<file path="src/rtl/lsef_pkg.sv">
// lsef_pkg: constants, types and the log2 table of the local entropy filter
// used by every module of the block; depends on nothing
package lsef_pkg;

    localparam int HALF_WINDOW = 3;
    localparam int MAX_WIDTH   = 2048;
    localparam int FRAC_BITS   = 12;

    localparam int SPAN   = 2 * HALF_WINDOW;
    localparam int LINES  = SPAN - 1;
    localparam int AREA   = SPAN * SPAN;
    localparam int PIX_W  = 8;
    localparam int DIM_W  = 12;
    localparam int ROW_W  = 12;
    localparam int OCOL_W = 11;
    localparam int ENT_W  = 15;
    localparam int COL_W  = $clog2(MAX_WIDTH);
    localparam int EW_W   = (DIM_W > $clog2(MAX_WIDTH + 1)) ? DIM_W : $clog2(MAX_WIDTH + 1);
    localparam int BANK_W = (LINES > 1) ? $clog2(LINES) : 1;
    localparam int CNT_W  = $clog2(AREA + 1);
    localparam int AIDX_W = $clog2(AREA);
    localparam int LOG_W  = 36;
    localparam int ACC_W  = LOG_W + CNT_W;
    localparam int SHIFT  = 32 - FRAC_BITS;
    localparam int Y_W    = ACC_W + 1 - SHIFT;

    // reciprocal of the window area, exact for every Y_W-bit dividend
    localparam int RCP_S  = Y_W + CNT_W;
    localparam int RCP_W  = RCP_S;
    localparam logic [RCP_W-1:0] RCP_M =
        RCP_W'(((64'd1 << RCP_S) + 64'(AREA) - 64'd1) / 64'(AREA));

    localparam logic [DIM_W-1:0] WIDTH_RESET  = DIM_W'(640);
    localparam logic [DIM_W-1:0] HEIGHT_RESET = DIM_W'(480);

    typedef enum logic [0:0] {
        REG_WIDTH  = 1'b0,
        REG_HEIGHT = 1'b1
    } t_cfg_reg;

    typedef logic [SPAN-1:0][SPAN-1:0][PIX_W-1:0] t_win;
    typedef logic [AREA-1:0][PIX_W-1:0]           t_flat;

    typedef struct packed {
        t_flat              win;
        logic [ROW_W-1:0]   row;
        logic [OCOL_W-1:0]  col;
    } t_item;

    typedef logic [LOG_W-1:0] t_log_tbl [AREA+1];

    // log2 with 32 fraction bits, mantissa squaring
    function automatic logic [63:0] log2_q32(input int unsigned c);
        int unsigned k;
        logic [63:0] m;
        logic [63:0] frac;
        k = 0;
        frac = '0;
        while (k < 31 && (c >> (k + 1)) != 0)
            k++;
        m = (64'(c) << 31) >> k;
        for (int i = 0; i < 32; i++) begin
            m = (m * m) >> 31;
            frac = frac << 1;
            if (m >= (64'd1 << 32)) begin
                m = m >> 1;
                frac = frac | 64'd1;
            end
        end
        return (64'(k) << 32) | frac;
    endfunction

    function automatic t_log_tbl build_log_tbl();
        t_log_tbl t;
        t[0] = '0;
        for (int c = 1; c <= AREA; c++)
            t[c] = LOG_W'(log2_q32(c));
        return t;
    endfunction

    localparam t_log_tbl LOG_TBL = build_log_tbl();

    // full-window term area*log2(area) and half the divisor for rounding
    localparam logic [ACC_W-1:0] TOP_SUM = ACC_W'(AREA) * ACC_W'(LOG_TBL[AREA]);
    localparam logic [ACC_W:0]   HALF_D  = (ACC_W+1)'(AREA) << (SHIFT - 1);

endpackage

</file>
<file path="src/rtl/lsef_queue.sv">
// lsef_queue: two-entry queue of windows between intake and entropy unit
// uses lsef_pkg
module lsef_queue (
    input  logic             i_clk,
    input  logic             i_rst_n,
    input  logic             i_push,
    output logic             o_push_ready,
    input  lsef_pkg::t_item  i_item,
    output logic             o_valid,
    input  logic             i_pop,
    output lsef_pkg::t_item  o_item
);
    lsef_pkg::t_item r_mem [2];
    logic            r_wp, r_rp;
    logic [1:0]      r_cnt;
    logic            do_push, do_pop;

    assign o_push_ready = (r_cnt != 2'd2);
    assign o_valid      = (r_cnt != 2'd0);
    assign o_item       = r_mem[r_rp];
    assign do_push      = i_push && o_push_ready;
    assign do_pop       = i_pop && o_valid;

    always_ff @(posedge i_clk) begin
        if (do_push) begin
            r_mem[r_wp] <= i_item;
        end
        if (!i_rst_n) begin
            r_wp  <= 1'b0;
            r_rp  <= 1'b0;
            r_cnt <= '0;
        end else begin
            if (do_push) r_wp <= ~r_wp;
            if (do_pop)  r_rp <= ~r_rp;
            r_cnt <= r_cnt + 2'(do_push) - 2'(do_pop);
        end
    end
endmodule

</file>
<file path="config.mk">
export PLATFORM = sky130hd
export DESIGN_NAME = lsef_queue
export DESIGN_NICKNAME = d
export VERILOG_FILES = /design/src/rtl/lsef_pkg.sv /design/src/rtl/lsef_queue.sv
export SDC_FILE = /design/constraint.sdc
export NUM_CORES = 1
export LEC_CHECK = 0
export BUFFER_PORTS_ARGS = -buffer_cell sky130_fd_sc_hd__buf_2
export CELL_PAD_IN_SITES_DETAIL_PLACEMENT = 1
export CELL_PAD_IN_SITES_GLOBAL_PLACEMENT = 1
export CORE_AREA = 2 2 242 244
export DETAILED_ROUTE_END_ITERATION = 8
export DIE_AREA = 0 0 244 246
export PLACE_DENSITY_LB_ADDON = 0.1
export SYNTH_ARGS = -nofsm -noshare
export SYNTH_HDL_FRONTEND = slang
export SYNTH_SLANG_ARGS = --single-unit
export TNS_END_PERCENT = 30
</file>
<file path="constraint.sdc">
create_clock -name i_clk -period 50 [get_ports i_clk]
set_clock_uncertainty 0.05 [all_clocks]
set_input_delay 10 -clock i_clk [delete_from_list [all_inputs] [get_ports i_clk]]
set_output_delay 10 -clock i_clk [all_outputs]
set_load 0.05 [all_outputs]
</file>
==> impl_metrics.csv, run 1 <==
group,metric,value,unit
cts,numCtsBuffers,68,
yosys,yosysTopAreaCell,"edfxtp_1",
floorplanning,die_h,246,um
yosys,ys_ff_latch,627,
floorplanning,placementRows,88,
place,port_buffers,627,
cts,cts_sinks,627,
grt,globalRoute.totalOverflow,0,
yosys,ys.flop_type,"edfxtp_1",
place,dp_hpwl,40.9,mm
pwr,p_per_area,58.9,nW/um2
final_layout,multiInputGateArea,4730,um2
yosys,synth_area_per_cell,24.4,um2
setup_path,worstSetupStartpointType,"register",
timing,post-route-period-util,28.1,%
yosys,ys_top_cells_by_count,"edfxtp_1, mux2_4, buf_12, mux2_2, dfxtp_1",
yosys,ys_seq_area_share,77.7,%
worst_hold_path,hold_path.class,"reg -> reg",
setup_path,worstPathRequired,39950,ps
setup_path,r2r_start,"r_cnt[0]",
setup_path,r2r_end,"r_mem[1][246]",
yosys,synthCells,992,
yosys,syn_nets,1309,
floorplanning,die_w,244,um
yosys,async_flop_share,0,%
setup_path,reg2reg_setup_slack,45550,ps
grt,grt_first_pass_wirelength,82.8,mm
yosys,yosysWarnings,0,
floorplanning,core-area,57400,um2
floorplanning,io_pins,628,
setup_path,crit_type,"reg -> out",
final_layout,fillers,5337,
timing,drv_slew,0,
cts,postCtsSetupBuffers,0,
flow_run,maxCapViolCount,0,
route,avgViaCountPerCell,4.76,
timing,rsz0062_at_grt,"no",
grt,antenna_found_initial,24,
place,gp_congestion,0.782,
route,routed_wl,58.6,mm
yosys,ys_types,19,
yosys,synth_area_leaders,"edfxtp_1, mux2_4, buf_12, mux2_2, dfxtp_1",
route,drt_first_iter_violations,586,
pwr,leakage,11.5,nW
yosys,synth_edf_count,622,
setup_path,crit_arrival,3980,ps
cts,cts.path.max_buffers,3,
route,ant_nets,0,
final_layout,final-seq-area,18800,um2
grt,grt_max_degree,166,
cts,cts_root_buf,"clkbuf_16",
final_layout,drive_gt1_share,60.7,%
timing,max_freq,71.3,MHz
route,vias,11800,
yosys,syn-cell-area,24200,um2
timing,relSlewSlack,26.7,%
cts,path_clk_slew,60,ps
worst_hold_path,hold_path.startpoint,"r_rp",
timing,fin_ws,35970,ps
final_layout,nets,1982,
timing,final.min_clock_period,14030,ps
timing,tns,0,ps
route,drc,0,
grt,track_usage,19.0,%
final_layout,area_growth,22.7,%
cts,cts_resized,0,
worst_hold_path,whs_path_depth,2,
grt,grt_pass1_vias,12600,
run_status,status,"complete, no violations",
pwr,peakVddDrop,0.0391,mV
route,dr.pass1.iters,4,
timing,worstMarginPinSlew,1100,ps
pwr,power,1.75,mW
floorplanning,initial_core_util,42.1,%
floorplanning,dieArea,60000,um2
setup_path,cp-end-kind,"output port",
place,pre_cts_ws,36030,ps
yosys,synth_top_area_share,77.3,%
yosys,yosysMostFrequentCell,"edfxtp_1",
route,wire_per_inst,23.6,um
cts,ctsHtreeMaxLevel,3,
setup_path,rr_worst_depth,5,
cts,cts_tree,"done",
setup_path,worst-path-max-fanout,58,
cts,postCtsHoldBufs,0,
timing,hold_viol,0,
cts,clk_latency,580,ps
timing,setup-violations-final,0,
==> flip-flops by register name, indices dropped and copies added, names as in the netlist, named ones only <==
register  count
r_rp          1
r_wp          1
r_mem       622
r_cnt         2
==> cells by family (layout without fill, tap and decap cells) <==
family	after synthesis	count (layout)	share of synthesized area (%)
other	0	13	0
muxes	312	312	19.0
AOI/OAI and AO/OA	1	1	0.0311
and+or+nand+nor	11	11	0.254
adders and majority gates	2	2	0.104
buffers and inverters	36	745	2.75
xor gates and xnor gates	3	3	0.109
DFF	627	627	77.7
==> where the power goes <==
group / total (mW) / internal [mW] / switching [mW]
Sequential: 0.684 / 0.662 / 0.0226
Clock: 0.440 / 0.250 / 0.190
Combinational: 0.623 / 0.190 / 0.433
==> metrics by stage <==
step | instances | cell area [um2] | hold slack, ps | utilization (%)
CTS | 2466 | 29600 | 507 | 51.6
finish | 2479 | 29600 | 504 | 51.7
floorplan | 992 | 24200 | 405 | -
global placement | 2360 | 27700 | 471 | 48.3
global route | 2475 | 29600 | 535 | 51.7
detailed placement | 2360 | 27700 | 489 | 48.3
==> placed cells by master (no fill, tap or decap), drive strengths merged, types with 2 or more instances in the layout <==
| cell type | count |
|---|---|
| mux2 | 311 |
| dfxtp | 5 |
| buf | 638 |
| xnor2 | 3 |
| clkbuf | 84 |
| nor2b | 2 |
| nand2b | 2 |
| clkinv | 20 |
| ha | 2 |
| inv | 3 |
| and2 | 2 |
| edfxtp | 622 |
| diode | 13 |
| nand2 | 2 |
==> critical path, stage by stage (launching register included) <==
cell	delay (ps)
dfxtp_4	920
buf_4	780
buf_4	930
mux2_2	430
buf_2	210
==> how the worst max path moves through the flow <==
stage                   from             to
global route        register     o_item[14]
detailed placement    i_push  r_mem[1][243]
global placement      i_push  r_mem[1][243]
floorplan             i_push    r_mem[0][0]
finish              register     o_item[14]
CTS                 register     o_item[14]
==> per-layer routing <==
metal  track usage [%]  vias to the layer above  part of all wire [%]
li1                  -                     5323                     -
met4              8.75                       22                   3.5
met5                 0                        -                  0.24
met3              6.99                      121                   8.6
met1              20.9                     5932                    36
met2              32.7                      413                    52
==> cell type report <==
cell class	instances	share of cell area [%]
clock inverters	22	0.346
repair buffers	638	11.0
well taps	765	3.23
clock buffers	84	6.02
diodes	13	0.110
inverters	1	0.0127
multi-input cells	329	16.0
flip-flops and latches	627	63.4
No activity file was read; power rests on OpenSTA's default activity.
==> inputs of run 2 (changes only) <==
==> constraint.sdc (replaced) <==
create_clock -name i_clk -period 13.3 [get_ports i_clk]
set_clock_uncertainty 0.05 [all_clocks]
set_input_delay 2.66 -clock i_clk [delete_from_list [all_inputs] [get_ports i_clk]]
set_output_delay 2.66 -clock i_clk [all_outputs]
set_load 0.05 [all_outputs]
==> run 2 against run 1 <==
Net effect: setup slack got worse by 29000 ps; total power rose to 3.8 times the previous value; design area rose by 0.62%; routed wire length rose by 0.32%; core utilization rose by 0.32 points; sequential share of layout area fell by 0.39 points; flip-flop and latch count did not move.
==> impl_metrics.csv, run 2 (synthesis gave the netlist of run 1 again) <==
group,metric,value,unit
floorplanning,core-area,57400,um2
final_layout,fillers,5354,
cts,path_clk_slew,60,ps
cts,cts_root_buf,"clkbuf_16",
floorplanning,io_pins,628,
cts,numCtsBuffers,68,
timing,rsz0062_at_grt,"no",
route,vias,11800,
setup_path,worst-path-max-fanout,114,
setup_path,rr_worst_depth,5,
setup_path,reg2reg_setup_slack,9560,ps
final_layout,utilization,52.0,%
cts,clk_latency,580,ps
floorplanning,die_h,246,um
place,pre_cts_ws,7280,ps
final_layout,area_growth,23.4,%
place,gp_congestion,0.788,
final_layout,final-seq-area,18800,um2
final_layout,multiInputGateArea,4730,um2
pwr,power,6.67,mW
setup_path,crit_path_max_incr_delay,740,ps
place,dp_hpwl,40.9,mm
route,wire_per_inst,23.5,um
worst_hold_path,whs_path_depth,2,
grt,globalRoute.totalOverflow,0,
setup_path,crit_type,"reg -> out",
final_layout,max_flop_register,"r_mem",
grt,grt_max_degree,144,
grt,track_usage,18.9,%
timing,worstMarginPinSlew,1190,ps
run_status,status,"complete, no violations",
timing,relSlewSlack,20.3,%
final_layout,top_regs,"r_mem: 622 flops, r_cnt: 2 flops",
cts,cts_sinks,627,
flow_run,maxCapViolCount,0,
route,ant_nets,0,
setup_path,worstPathRequired,10590,ps
setup_path,path_cells,"buf_4 > buf_12 > mux2_2 > buf_2",
setup_path,cpLargestDelayFamily,"buffers and inverters",
final_layout,layout_commonest_cell,"buf_2",
timing,max_freq,160,MHz
setup_path,worstSetupStartpointType,"register",
floorplanning,dieArea,60000,um2
timing,post-route-period-util,47.0,%
pwr,leakage,11.6,nW
route,routed_wl,58.8,mm
cts,cts_tree,"done",
setup_path,cp-end-kind,"output port",
timing,fin_ws,7050,ps
timing,hold_viol,0,
timing,setup-violations-final,0,
setup_path,cp.depth,4,
cts,ctsHtreeMaxLevel,3,
grt,antenna_found_initial,24,
route,avgViaCountPerCell,4.74,
cts,postCtsHoldBufs,0,
cts,postCtsSetupBuffers,0,
worst_hold_path,hold_path.class,"reg -> reg",
grt,grt_pass1_vias,12800,
setup_path,crit_arrival,3540,ps
route,dr.pass1.iters,6,
floorplanning,placementRows,88,
final_layout,nets,1982,
pwr,p_per_area,224,nW/um2
timing,tns,0,ps
final_layout,final_cell_mix,"buf_2, edfxtp_1, mux2_4, clkbuf_16, mux2_2",
final_layout,largest_reg_flops,622,
timing,drv_slew,0,
route,drc,0,
cts,cts.path.max_buffers,3,
final_layout,drive_gt1_share,60.7,%
place,port_buffers,627,
floorplanning,initial_core_util,42.1,%
floorplanning,die_w,244,um
grt,grt_first_pass_wirelength,82.9,mm
setup_path,crit_slowest_cell,"dfxtp_4",
timing,final.min_clock_period,6250,ps
cts,cts_resized,0,
setup_path,cp.buffers_inverters,3,
route,drt_first_iter_violations,563,
pwr,peakVddDrop,0.150,mV
==> run 2: cell type report <==
cell class,instances,area share (%)
sequential,627,63.0
multi-input combinational,329,15.9
clock buffer,85,6.06
tap,765,3.21
timing repair buffer,638,10.9
inverter,1,0.0126
antenna,16,0.134
clock inverter,37,0.806
==> run 2: final timing paths <==
kind / startpoint / endpoint
max: register / o_item[1]
min: r_wp / r_wp
max reg2reg: r_cnt[0] / r_mem[0][161]
min reg2reg: r_wp / r_wp
==> run 2: worst min-delay path: stages (launching register included) <==
cell	delay [ps]
dfxtp_1	350
nand2_1	70
mux2i_1	60
==> run 2: where the power goes <==
group / switching (mW) / total (mW) / internal (mW)
Clock: 0.742 / 1.75 / 1.00
Combinational: 1.64 / 2.36 / 0.717
Sequential: 0.0782 / 2.56 / 2.49
Total: 2.46 / 6.67 / 4.21
==> run 2: metrics by stage <==
step	hold slack (ps)	std cells	cell area, um2
2_1_floorplan	416	992	24200
6_report	484	2498	29800
3_5_place_dp	483	2360	27700
4_1_cts	489	2482	29800
5_1_grt	517	2492	29800
3_3_place_gp	462	2360	27700
==> run 2: routing by layer <==
| layer | global-route usage, % | up-vias | wire length [um] | part of all wire [%] |
|---|---|---|---|---|
| met2 | 33.0 | 405 | 30800 | 52 |
| li1 | - | 5333 | - | - |
| met4 | 8.39 | 16 | 1820 | 3.1 |
| met3 | 7.04 | 106 | 4810 | 8.2 |
| met5 | 0 | - | 97 | 0.17 |
| met1 | 20.6 | 5984 | 21200 | 36 |
